**config.mk**
```make
export PLATFORM = sky130hd
export DESIGN_NAME = hardware_spinlock_bank_unit_flat
export DESIGN_NICKNAME = d
export VERILOG_FILES = /design/src/design/hsb_pkg.sv /design/src/design/hsb_req_if.sv /design/src/design/hsb_rsp_if.sv /design/src/design/hsb_decode.sv /design/src/design/hardware_spinlock_bank_unit.sv /design/src/flat_wrapper.sv
export SDC_FILE = /design/constraint.sdc
export NUM_CORES = 2
export LEC_CHECK = 0
export BUFFER_PORTS_ARGS = -buffer_cell sky130_fd_sc_hd__buf_4
export CORE_AREA = 2 2 388 390
export CTS_BUF_LIST = sky130_fd_sc_hd__clkbuf_2 sky130_fd_sc_hd__clkbuf_4 sky130_fd_sc_hd__clkbuf_8
export DETAILED_ROUTE_END_ITERATION = 16
export DIE_AREA = 0 0 390 392
export GPL_TIMING_DRIVEN = 1
export PLACE_DENSITY = 0.51
export SYNTH_ARGS = -nofsm -noshare
export SYNTH_HDL_FRONTEND = slang
export SYNTH_SLANG_ARGS = --single-unit
```
**constraint.sdc**
```tcl
create_clock -name i_clk -period 5.6 [get_ports i_clk]
set_clock_uncertainty 0.1 [all_clocks]
set_input_delay 0.84 -clock i_clk [delete_from_list [all_inputs] [get_ports i_clk]]
set_output_delay 0.84 -clock i_clk [all_outputs]
set_load 0.01 [all_outputs]
```
**src/design/hsb_pkg.sv**
```systemverilog
// Shared types and constants of the hardware spinlock bank.
// Used by the channel interfaces, the address decoder, the top level and the checker.
package hsb_pkg;

    localparam int DATA_W    = 32;
    localparam int ADDR_W    = 12;
    localparam int CFG_IDX_W = 2;
    localparam int WORD_W    = ADDR_W - 2;

    localparam logic [DATA_W-1:0] CLEAR_MAGIC = 32'h454e_434c;

    localparam logic [ADDR_W-1:0] OFF_CLEAR   = 12'h000;
    localparam logic [ADDR_W-1:0] OFF_STATUS  = 12'h004;
    localparam logic [ADDR_W-1:0] OFF_DETAIL  = 12'h008;
    localparam logic [ADDR_W-1:0] OFF_CLEAREN = 12'h00c;
    localparam logic [ADDR_W-1:0] OFF_VERSION = 12'hffc;
    localparam logic [ADDR_W-1:0] TOKEN0_BASE = 12'h080;
    localparam logic [ADDR_W-1:0] TOKEN1_BASE = 12'h800;

    localparam logic OP_READ  = 1'b0;
    localparam logic OP_WRITE = 1'b1;

    typedef enum logic [CFG_IDX_W-1:0] {
        CFG_LOCK_VERSION = 2'd0,
        CFG_FREE_V0      = 2'd1,
        CFG_FREE_V1      = 2'd2,
        CFG_VERSION_ID   = 2'd3
    } t_cfg_idx;

    typedef enum logic [2:0] {
        KIND_CLEAR    = 3'd0,
        KIND_STATUS   = 3'd1,
        KIND_DETAIL   = 3'd2,
        KIND_CLEAR_EN = 3'd3,
        KIND_VERSION  = 3'd4,
        KIND_TOKEN    = 3'd5,
        KIND_UNMAPPED = 3'd6
    } t_reg_kind;

    typedef enum logic [1:0] {
        S_IDLE = 2'b01,
        S_EXEC = 2'b10
    } t_state;

endpackage

```
**src/design/hsb_req_if.sv**
```systemverilog
// Request channel of the spinlock bank: one bus access per transfer.
// Depends on hsb_pkg for field widths.
interface hsb_req_if;
    logic                        valid;
    logic                        ready;
    logic                        opcode;
    logic [hsb_pkg::ADDR_W-1:0]  address;
    logic [hsb_pkg::DATA_W-1:0]  write_data;
    logic [hsb_pkg::DATA_W-1:0]  requester_key;

    modport source (output valid, opcode, address, write_data, requester_key, input ready);
    modport sink   (input valid, opcode, address, write_data, requester_key, output ready);
endinterface

```
**src/design/hsb_rsp_if.sv**
```systemverilog
// Response channel of the spinlock bank: one result per bus access.
// Depends on hsb_pkg for field widths.
interface hsb_rsp_if;
    logic                        valid;
    logic                        ready;
    logic [hsb_pkg::DATA_W-1:0]  read_data;
    logic                        access_error;

    modport source (output valid, read_data, access_error, input ready);
    modport sink   (input valid, read_data, access_error, output ready);
endinterface

```
**src/design/hsb_decode.sv**
```systemverilog
// Address decoder of the spinlock bank: register kind and lock index of an access.
// Depends on hsb_pkg.
module hsb_decode #(
    parameter int LOCK_COUNT = 32,
    parameter int IDX_W      = 5
) (
    input  logic [hsb_pkg::ADDR_W-1:0] i_address,
    input  logic                       i_lock_version,
    output hsb_pkg::t_reg_kind         o_kind,
    output logic [IDX_W-1:0]           o_idx
);

    logic [hsb_pkg::ADDR_W-1:0] addr_w;
    logic [hsb_pkg::ADDR_W-1:0] base;
    logic [hsb_pkg::ADDR_W-1:0] offset;
    logic [hsb_pkg::WORD_W-1:0] word;
    logic                       token_hit;

    always_comb begin
        // low two bits never take part in decoding
        addr_w    = {i_address[hsb_pkg::ADDR_W-1:2], 2'b00};
        base      = i_lock_version ? hsb_pkg::TOKEN1_BASE : hsb_pkg::TOKEN0_BASE;
        offset    = addr_w - base;
        word      = offset[hsb_pkg::ADDR_W-1:2];
        token_hit = (addr_w >= base) && (word < hsb_pkg::WORD_W'(LOCK_COUNT));
        o_idx     = word[IDX_W-1:0];

        priority if (addr_w == hsb_pkg::OFF_CLEAR) begin
            o_kind = hsb_pkg::KIND_CLEAR;
        end else if (addr_w == hsb_pkg::OFF_STATUS) begin
            o_kind = hsb_pkg::KIND_STATUS;
        end else if (addr_w == hsb_pkg::OFF_DETAIL) begin
            o_kind = hsb_pkg::KIND_DETAIL;
        end else if (addr_w == hsb_pkg::OFF_CLEAREN) begin
            o_kind = hsb_pkg::KIND_CLEAR_EN;
        end else if (addr_w == hsb_pkg::OFF_VERSION) begin
            o_kind = hsb_pkg::KIND_VERSION;
        end else if (token_hit) begin
            o_kind = hsb_pkg::KIND_TOKEN;
        end else begin
            o_kind = hsb_pkg::KIND_UNMAPPED;
        end
    end

endmodule

```
**src/design/hardware_spinlock_bank_unit.sv**
```systemverilog
// Top level of the hardware spinlock bank: taken bits, owner-key memory, register map.
// Depends on hsb_pkg, hsb_req_if, hsb_rsp_if and hsb_decode.
//
//   port     dir  handshake        carries
//   i_req    in   valid/ready      opcode, address, write_data, requester_key
//   o_rsp    out  valid/ready      read_data, access_error
//   i_cfg_*  in   write enable     register index, write data (no read-back)
//
// In the accept cycle the owner-key memory is read into a register; in the execute
// state the access is modified, written back and loaded into the output register.
// A waiting result does not block the next accept; a second result waits in
// the execute cycle until the output register empties.
// Reset (synchronous, active low) frees every lock and disarms the clear register;
// the owner-key memory needs no clearing since it is read only for taken locks.
module hardware_spinlock_bank_unit #(
    parameter int LOCK_COUNT = 32
) (
    input  logic                          i_clk,
    input  logic                          i_rst_n,
    hsb_req_if.sink                       i_req,
    hsb_rsp_if.source                     o_rsp,
    input  logic                          i_cfg_we,
    input  logic [hsb_pkg::CFG_IDX_W-1:0] i_cfg_idx,
    input  logic [hsb_pkg::DATA_W-1:0]    i_cfg_wdata
);

    localparam int IDX_W = (LOCK_COUNT > 1) ? $clog2(LOCK_COUNT) : 1;

    // configuration
    logic                       r_lock_version;
    logic [hsb_pkg::DATA_W-1:0] r_free_v0;
    logic [hsb_pkg::DATA_W-1:0] r_free_v1;
    logic [hsb_pkg::DATA_W-1:0] r_version_id;

    // lock state
    logic [LOCK_COUNT-1:0]      r_taken;
    logic [LOCK_COUNT-1:0]      n_taken;
    logic                       r_clear_armed;
    logic                       n_clear_armed;
    logic [hsb_pkg::DATA_W-1:0] mem_owner [LOCK_COUNT];
    logic [hsb_pkg::DATA_W-1:0] r_mem_rdata;
    logic                       mem_we;
    logic [hsb_pkg::DATA_W-1:0] mem_wdata;

    // captured access
    hsb_pkg::t_state            r_state;
    logic                       r_op;
    hsb_pkg::t_reg_kind         r_kind;
    logic [IDX_W-1:0]           r_idx;
    logic [hsb_pkg::DATA_W-1:0] r_wdata;
    logic [hsb_pkg::DATA_W-1:0] r_req_key;

    // output register
    logic                       r_out_valid;
    logic [hsb_pkg::DATA_W-1:0] r_out_rdata;
    logic                       r_out_err;

    hsb_pkg::t_reg_kind         dec_kind;
    logic [IDX_W-1:0]           dec_idx;
    logic                       accept;
    logic                       fire;
    logic                       is_write;
    logic                       lock_hit;
    logic [hsb_pkg::DATA_W-1:0] res_rdata;
    logic                       res_err;

    hsb_decode #(
        .LOCK_COUNT (LOCK_COUNT),
        .IDX_W      (IDX_W)
    ) u_decode (
        .i_address      (i_req.address),
        .i_lock_version (r_lock_version),
        .o_kind         (dec_kind),
        .o_idx          (dec_idx)
    );

    assign i_req.ready        = (r_state == hsb_pkg::S_IDLE);
    assign accept             = i_req.valid && i_req.ready;
    assign fire               = (r_state == hsb_pkg::S_EXEC) && (!r_out_valid || o_rsp.ready);
    assign o_rsp.valid        = r_out_valid;
    assign o_rsp.read_data    = r_out_rdata;
    assign o_rsp.access_error = r_out_err;

    // modify step of the captured access
    always_comb begin
        is_write      = (r_op == hsb_pkg::OP_WRITE);
        lock_hit      = r_taken[r_idx];
        n_taken       = r_taken;
        n_clear_armed = r_clear_armed;
        mem_we        = 1'b0;
        mem_wdata     = r_wdata;
        res_rdata     = '0;
        res_err       = 1'b0;

        unique case (r_kind)
            hsb_pkg::KIND_CLEAR: begin
                if (is_write && r_clear_armed) begin
                    n_taken = r_taken & ~r_wdata[LOCK_COUNT-1:0];
                end
            end
            hsb_pkg::KIND_STATUS: begin
                res_rdata = hsb_pkg::DATA_W'(|r_taken);
            end
            hsb_pkg::KIND_DETAIL: begin
                res_rdata = hsb_pkg::DATA_W'(r_taken);
            end
            hsb_pkg::KIND_CLEAR_EN: begin
                if (is_write) begin
                    n_clear_armed = (r_wdata == hsb_pkg::CLEAR_MAGIC);
                end
            end
            hsb_pkg::KIND_VERSION: begin
                res_rdata = r_version_id;
            end
            hsb_pkg::KIND_TOKEN: begin
                if (!r_lock_version) begin
                    if (is_write) begin
                        if (r_wdata == r_free_v0) begin
                            n_taken[r_idx] = 1'b0;
                        end else if (!lock_hit) begin
                            n_taken[r_idx] = 1'b1;
                            mem_we         = 1'b1;
                        end
                    end else begin
                        res_rdata = lock_hit ? r_mem_rdata : r_free_v0;
                    end
                end else begin
                    if (is_write) begin
                        if (r_wdata == r_free_v1) begin
                            n_taken[r_idx] = 1'b0;
                        end
                    end else if (lock_hit) begin
                        res_rdata = r_mem_rdata;
                    end else begin
                        // read of a free lock takes it for the requester
                        n_taken[r_idx] = 1'b1;
                        mem_we         = 1'b1;
                        mem_wdata      = r_req_key;
                    end
                end
            end
            hsb_pkg::KIND_UNMAPPED: begin
                res_err = 1'b1;
            end
            default: begin
                res_err = 1'b1;
            end
        endcase

        if (is_write) begin
            res_rdata = '0;
        end
    end

    // owner-key memory: read on accept, write back on the execute cycle
    always_ff @(posedge i_clk) begin
        if (accept) begin
            r_mem_rdata <= mem_owner[dec_idx];
        end
        if (fire && mem_we) begin
            mem_owner[r_idx] <= mem_wdata;
        end
    end

    always_ff @(posedge i_clk) begin
        if (accept) begin
            r_op      <= i_req.opcode;
            r_kind    <= dec_kind;
            r_idx     <= dec_idx;
            r_wdata   <= i_req.write_data;
            r_req_key <= i_req.requester_key;
        end
        if (fire) begin
            r_out_rdata <= res_rdata;
            r_out_err   <= res_err;
        end
    end

    always_ff @(posedge i_clk) begin
        if (!i_rst_n) begin
            r_state       <= hsb_pkg::S_IDLE;
            r_taken       <= '0;
            r_clear_armed <= 1'b0;
            r_out_valid   <= 1'b0;
        end else begin
            unique case (r_state)
                hsb_pkg::S_IDLE: begin
                    if (accept) begin
                        r_state <= hsb_pkg::S_EXEC;
                    end
                end
                hsb_pkg::S_EXEC: begin
                    if (fire) begin
                        r_state <= hsb_pkg::S_IDLE;
                    end
                end
                default: begin
                    r_state <= hsb_pkg::S_IDLE;
                end
            endcase

            if (fire) begin
                r_taken       <= n_taken;
                r_clear_armed <= n_clear_armed;
                r_out_valid   <= 1'b1;
            end else if (o_rsp.ready) begin
                // drop the result once its transfer completes
                r_out_valid <= 1'b0;
            end
        end
    end

    always_ff @(posedge i_clk) begin
        if (!i_rst_n) begin
            r_lock_version <= 1'b0;
            r_free_v0      <= '0;
            r_free_v1      <= '0;
            r_version_id   <= '0;
        end else if (i_cfg_we) begin
            unique case (hsb_pkg::t_cfg_idx'(i_cfg_idx))
                hsb_pkg::CFG_LOCK_VERSION: r_lock_version <= i_cfg_wdata[0];
                hsb_pkg::CFG_FREE_V0:      r_free_v0      <= i_cfg_wdata;
                hsb_pkg::CFG_FREE_V1:      r_free_v1      <= i_cfg_wdata;
                hsb_pkg::CFG_VERSION_ID:   r_version_id   <= i_cfg_wdata;
                default: begin
                end
            endcase
        end
    end

endmodule

```
**src/flat_wrapper.sv**
```systemverilog
// flat-port wrapper written by rule: the top's interface ports become plain ports
module hardware_spinlock_bank_unit_flat 
#(
    parameter int LOCK_COUNT = 32
)
  (i_clk, i_rst_n, i_cfg_we, i_cfg_idx, i_cfg_wdata, i_req_valid, i_req_opcode, i_req_address, i_req_write_data, i_req_requester_key, i_req_ready, o_rsp_valid, o_rsp_read_data, o_rsp_access_error, o_rsp_ready);
  hsb_req_if i_req_i ();
  hsb_rsp_if o_rsp_i ();
  input  logic i_clk;
  input  logic i_rst_n;
  input  logic i_cfg_we;
  input  logic [hsb_pkg::CFG_IDX_W-1:0] i_cfg_idx;
  input  logic [hsb_pkg::DATA_W-1:0] i_cfg_wdata;
  input wire logic [$bits(i_req_i.valid)-1:0] i_req_valid;
  input wire logic [$bits(i_req_i.opcode)-1:0] i_req_opcode;
  input wire logic [$bits(i_req_i.address)-1:0] i_req_address;
  input wire logic [$bits(i_req_i.write_data)-1:0] i_req_write_data;
  input wire logic [$bits(i_req_i.requester_key)-1:0] i_req_requester_key;
  output wire logic [$bits(i_req_i.ready)-1:0] i_req_ready;
  output wire logic [$bits(o_rsp_i.valid)-1:0] o_rsp_valid;
  output wire logic [$bits(o_rsp_i.read_data)-1:0] o_rsp_read_data;
  output wire logic [$bits(o_rsp_i.access_error)-1:0] o_rsp_access_error;
  input wire logic [$bits(o_rsp_i.ready)-1:0] o_rsp_ready;
  assign i_req_i.valid = i_req_valid;
  assign i_req_i.opcode = i_req_opcode;
  assign i_req_i.address = i_req_address;
  assign i_req_i.write_data = i_req_write_data;
  assign i_req_i.requester_key = i_req_requester_key;
  assign i_req_ready = i_req_i.ready;
  assign o_rsp_valid = o_rsp_i.valid;
  assign o_rsp_read_data = o_rsp_i.read_data;
  assign o_rsp_access_error = o_rsp_i.access_error;
  assign o_rsp_i.ready = o_rsp_ready;
  hardware_spinlock_bank_unit #(.LOCK_COUNT(LOCK_COUNT)) u_core (.i_clk(i_clk), .i_rst_n(i_rst_n), .i_req(i_req_i), .o_rsp(o_rsp_i), .i_cfg_we(i_cfg_we), .i_cfg_idx(i_cfg_idx), .i_cfg_wdata(i_cfg_wdata));
endmodule
```
* After elaboration in Yosys (flattened, before gate mapping) *
Memory sizes are Yosys's and may differ from the RTL's. A register that Yosys moved wholly into a read port is not among the register bits.
Cells that the tools add are included.

operators by class
  order comparisons = 4
  mux-type cells = 40
  add/sub/neg operators = 1
  equal/unequal tests = 22
  bitwise logic cells = 5
  reduce and logical (&&, ||, !) cells = 24

operators by type and width
  operator              number
  $mux 32               14
  $pmux 32 s4           1
  $and 32x32->32        2
  $eq 32x32->1          2
  $not 32->32           2
  $pmux 32 s2           1
  $eq 32x31->1 const B  1
  $or 32x32->32         1
  $reduce_or 32->1      1
  $eq 10x2->1 const B   2
  $mux 1                14
  $ge 12x12->1          1
  $mux 12               1
  $mux 2                6
  $sub 12x12->12        1
  $eq 10x1->1 const B   1
  $eq 10x10->1 const B  1
  $logic_not 10->1      1
  $lt 10x6->1 const B   1
  $reduce_and 2->1      5
  $eq 2x2->1 const B    3
  $eq 3x2->1 const B    2
  $eq 3x3->1 const B    2
  $logic_and 1x1->1     6
  21 further kinds      24

word-level totals
  input port bits = 116
  memories kept = 1
  register bits after elaboration = 239
  memory bits (writable) = 1024

memory list
  memory            words  bits a word  rd ports  clocked after Yosys merged registers in  wr ports  RTL line                           text
  u_core.mem_owner  32     32           1         1                                        1         hardware_spinlock_bank_unit.sv:40  logic [hsb_pkg::DATA_W-1:0] mem_owner [LOCK_COUNT];

* Longest topological paths before layout *
  depth in word-level cells = 10
  depth in mapped cells = 10

* Modules after synthesis *
From an unflattened synthesis, not the netlist that was laid out.

unflattened totals
  cell total of the unflattened synthesis = 2759
  area total of the unflattened synthesis = 51655.8 sq um

by module, submodules not included
  module                       seq. area each (sq um)  instances  area each (sq um)  cells each
  hardware_spinlock_bank_unit  37556.0                 1          51459.4            2729
  hsb_decode                   0.0                     1          196.4              30

* Least setup slack after synthesis *
No wires, ideal clock.

  path type = in2reg
  start = input o_rsp_ready
  end = memory u_core.mem_owner[10][0] (netlist name) (enable)
  slack = 1374 ps
  setup time = 421 ps
  path buffers = 1
  stages on the path = 8
  arrival time = 3705 ps
  cells stage by stage = nand2b_1 -> nand2b_1 -> inv_1 -> nand2_1 -> a31oi_1 -> nand3_1 -> buf_2 -> nor2_1

on the way
  word-level cells in the longest chain between the ends = 5

RTL lines
  element                       RTL line                            text
  start, declared               flat_wrapper.sv:23                  input wire logic [$bits(o_rsp_i.ready)-1:0] o_rsp_ready;
  $logic_or 1x1->1              hardware_spinlock_bank_unit.sv:79   assign fire = (r_state == hsb_pkg::S_EXEC) && (!r_out_valid || o_rsp.ready);
  $logic_and 1x1->1             hardware_spinlock_bank_unit.sv:79
  named net u_core.fire         hardware_spinlock_bank_unit.sv:61   logic fire;
  $logic_and 1x1->1             hardware_spinlock_bank_unit.sv:160  if (fire && mem_we) begin
  $mux 1                        hardware_spinlock_bank_unit.sv:160
  $mux 1 (implied by the code)  hardware_spinlock_bank_unit.sv:161  mem_owner[r_idx] <= mem_wdata;
  end, declared                 hardware_spinlock_bank_unit.sv:40

The timed path passes the listed nets, and every way through them passes these cells.

* Worst setup path after layout *
  start = register u_core.r_idx[1]
  end = memory u_core.mem_owner[1][0] (netlist name) (enable)

on the way
  word-level cells in the longest chain between the ends = 10
  elaborated cells between the ends (all ways) = 11

RTL lines
  element                       RTL line                                                                text
  start, declared               hardware_spinlock_bank_unit.sv:49                                       logic [IDX_W-1:0] r_idx;
  start signal, assigned        hardware_spinlock_bank_unit.sv:169                                      r_idx <= dec_idx;
  $bmux 1 s5                    hardware_spinlock_bank_unit.sv:87                                       lock_hit = r_taken[r_idx];
  $mux 1 (implied by the code)  hardware_spinlock_bank_unit.sv:87
  $mux 1                        hardware_spinlock_bank_unit.sv:120, hardware_spinlock_bank_unit.sv:132
  $mux 1                        hardware_spinlock_bank_unit.sv:118                                      if (r_wdata == r_free_v0) begin
  $mux 1                        hardware_spinlock_bank_unit.sv:117                                      if (is_write) begin
  $mux 1                        hardware_spinlock_bank_unit.sv:116                                      if (!r_lock_version) begin
  $mux 1                        hardware_spinlock_bank_unit.sv:95                                       unique case (r_kind)
  $logic_and 1x1->1             hardware_spinlock_bank_unit.sv:160
  $mux 1                        hardware_spinlock_bank_unit.sv:160
  $mux 1 (implied by the code)  hardware_spinlock_bank_unit.sv:161

Several ways; a longest one is shown, not always the timed one. The select of a mux whose other input is x is not followed.

==> impl_metrics.yaml <==
drt:
  drc: 0
  drtIter0Drc: 3461
  wire_per_inst_um: 29.7
  ant_nets: 0
  totalWireLength_mm: 153
  num_vias: 28200
  first_pass_iters: 5
  drt-vias-per-instance: 5.45
logic_synthesis:
  ys_seq_area_frac: 0.726
  synth_edf_count: 1162
  syn_area_per_cell_um2: 19.0
  synth-xor-area-share: 0.0110
  ys_top_cells_by_count: "edfxtp_1 (1162), mux4_2 (323), nand2_1 (237), dfxtp_1 (133), clkbuf_1 (116)"
  synth_compound_area_frac: 0.0396
  synth_seq_cells: 1295
  synth-warning-count: 0
  synth_top_cells_by_area: "edfxtp_1 (67%), mux4_2 (14%), dfxtp_1 (5.2%), nand2_1 (1.7%), a21boi_0 (1.4%)"
  ys_async_sr_fraction: 0
  synthFlopType: "edfxtp_1"
  synth_top_family_by_area: "multiplexers"
  synth_simple_gate_area_share: 0.0407
  synth_most_common_cell: "edfxtp_1"
  synth_cells: 2721
  ys_types: 52
  synthAdderAreaFrac: 0.000726
  yosys.area.top_type: "edfxtp_1"
  synth_area_um2: 51700
  syn_nets: 2840
  synthMuxAreaShare: 0.165
  synth_top_area_frac: 0.675
worst_setup_path:
  cp-start-kind: "flop"
  cp_max_fo: 23
  worst-setup-path-type: "reg2reg"
  cp.arrival_ps: 5030
  worstPathRequired_ps: 6080
  cp-end-kind: "flop"
pwr:
  p_leak_nw: 19.1
  powerDensity_nw_per_um2: 335
  irDropWorstVdd_v: 0.000227
  power_w: 0.0204
clocking:
  cts_setup_buffers: 0
  clockBufferDepth: 3
  cts_resized: 0
  cts_buffers: 212
  ctsHoldBuffers: 65
  clockRootBuffer: "clkbuf_8"
  cts_tree: "done"
  cts.sinks: 1295
  clkTransAtPathRegs_ps: 60
  cts_htree_levels: 4
  clkLatencyLatePin_ps: 950
timing:
  setup_violations: 0
  finalCritPeriodShare: 0.812
  tns_ps: 0
  max_freq_mhz: 220
  slew_viol_final: 0
  finalCriticalPeriod_ps: 4550
  rsz0062_at_grt: "false"
  max_slew_margin: 0.148
  hold_violations: 0
  worst_pin_slew_ps: 1280
floorplanning:
  die_h_um: 392
  die_x_um: 390
  rows: 142
  coreArea_um2: 149000
  ioPinCount: 151
  dieArea_um2: 153000
  start_util: 0.347
flow_run:
  maxCapViolations: 0
placement:
  place.gp.congestion: 0.861
  dp.final_hpwl_mm: 85.6
  port_buffers: 148
  dp_cells: 4718
global_routing:
  grt_first_pass_wirelength_mm: 214
  antenna_found_initial: 4
  grt_use_total: 0.199
  grt_max_degree: 106
  overflow: 0
  grt_pass1_vias: 28500
final_layout:
  drive_gt1_frac: 0.315
  nets: 3173
  area_growth_pct: 17.6
  instances_no_fill: 5174
  post-route-util: 0.408
hold_path:
  hold_path.class: "in2reg"
outcome:
  status: "complete, no violations"
sequential cells by signal, indices dropped and copies added, names as in the netlist, 32 cells and up:
signal / flops
u_core.mem_owner: 1024
u_core.o_rsp.read_data: 32
u_core.r_free_v0: 32
u_core.r_free_v1: 32
u_core.r_mem_rdata: 32
u_core.r_req_key: 32
u_core.r_taken: 32
u_core.r_version_id: 32
u_core.r_wdata: 32
worst paths after layout:
kind                                              from                              endpoint  slack [ps]  cells after the start
setup / recovery             u_core.r_idx[1]$_DFFE_PP_      u_core.mem_owner[1][0]$_DFFE_PP_        1050                      7
hold / removal                         i_cfg_wdata[12]     u_core.r_free_v0[12]$_SDFFE_PN0P_         100                      3
hold reg to reg   u_core.r_version_id[30]$_SDFFE_PN0P_  u_core.r_version_id[30]$_SDFFE_PN0P_         370                      2
setup reg to reg             u_core.r_idx[1]$_DFFE_PP_      u_core.mem_owner[1][0]$_DFFE_PP_        1050                      7
kinds of logic after synthesis:
| logic type | after synthesis |
|---|---|
| buf+inv | 183 |
| compound gates | 280 |
| flops | 1295 |
| fa+ha+maj | 3 |
| mux | 430 |
| simple gates | 465 |
| xor+xnor | 65 |
cells in the final DEF, fill, tap and decap left out, drive strengths merged, types with 12 or more instances in the layout:
cell,instances
o22ai,34
a22oi,31
edfxtp,1162
nand2,237
dlygate4sd3,65
dfxtp,133
mux2i,39
clkbuf,284
inv,17
o31ai,35
clkinv,78
mux4,323
mux2,68
buf,230
nor2b,38
a21boi,98
nor4,15
xnor2,63
nand4,22
nor2,108
o311ai,32
bufinv,12
a31oi,34
power breakdown:
part           leakage (nW)  switching [W]  total (W)  internal [W]
clock                  2.33        0.00391    0.00855       0.00464
combinational          5.28       0.000592    0.00106      0.000470
sequential             11.5       0.000138     0.0108        0.0106
total                  19.1        0.00463     0.0204        0.0158
worst max-delay path, stage by stage, from the launching register on:
cell      delay [ps]
edfxtp_1         820
mux2_2           410
a21oi_1          220
nor4bb_1         330
o21ba_4          500
nand3_4          640
nor2_4           730
buf_4            420
metal layers:
layer / global-route usage / vias up / share of wire
met2: 0.312 / 1198 / 0.47
met1: 0.280 / 15000 / 0.44
met4: 0.0581 / 2 / 0.024
met3: 0.0423 / 243 / 0.073
met5: 0 / - / 0.00011
li1: - / 11700 / -
area by class of cell:
| class | instances | area, µm² |
|---|---|---|
| diodes | 3 | 7.51 |
| fillers | 13200 | 88100 |
| repair buffers | 295 | 2810 |
| flip-flops and latches | 1295 | 37600 |
| inverters | 7 | 26.3 |
| well taps | 1944 | 2430 |
| clock buffers | 284 | 3480 |
| multi-input cells | 1243 | 13600 |
| clock inverters | 103 | 898 |
metrics by stage:
step / instance area, µm² / hold WS, ps / worst slack (ps)
global placement: 55700 / 359 / 1020
floorplan: 51700 / 343 / 1370
global route: 60800 / 67.7 / 877
CTS: 60800 / 37.1 / 1070
detailed placement: 55700 / 361 / 1110
finish: 60800 / 103 / 1050
Note: power is estimated with default switching activity, not from simulation.
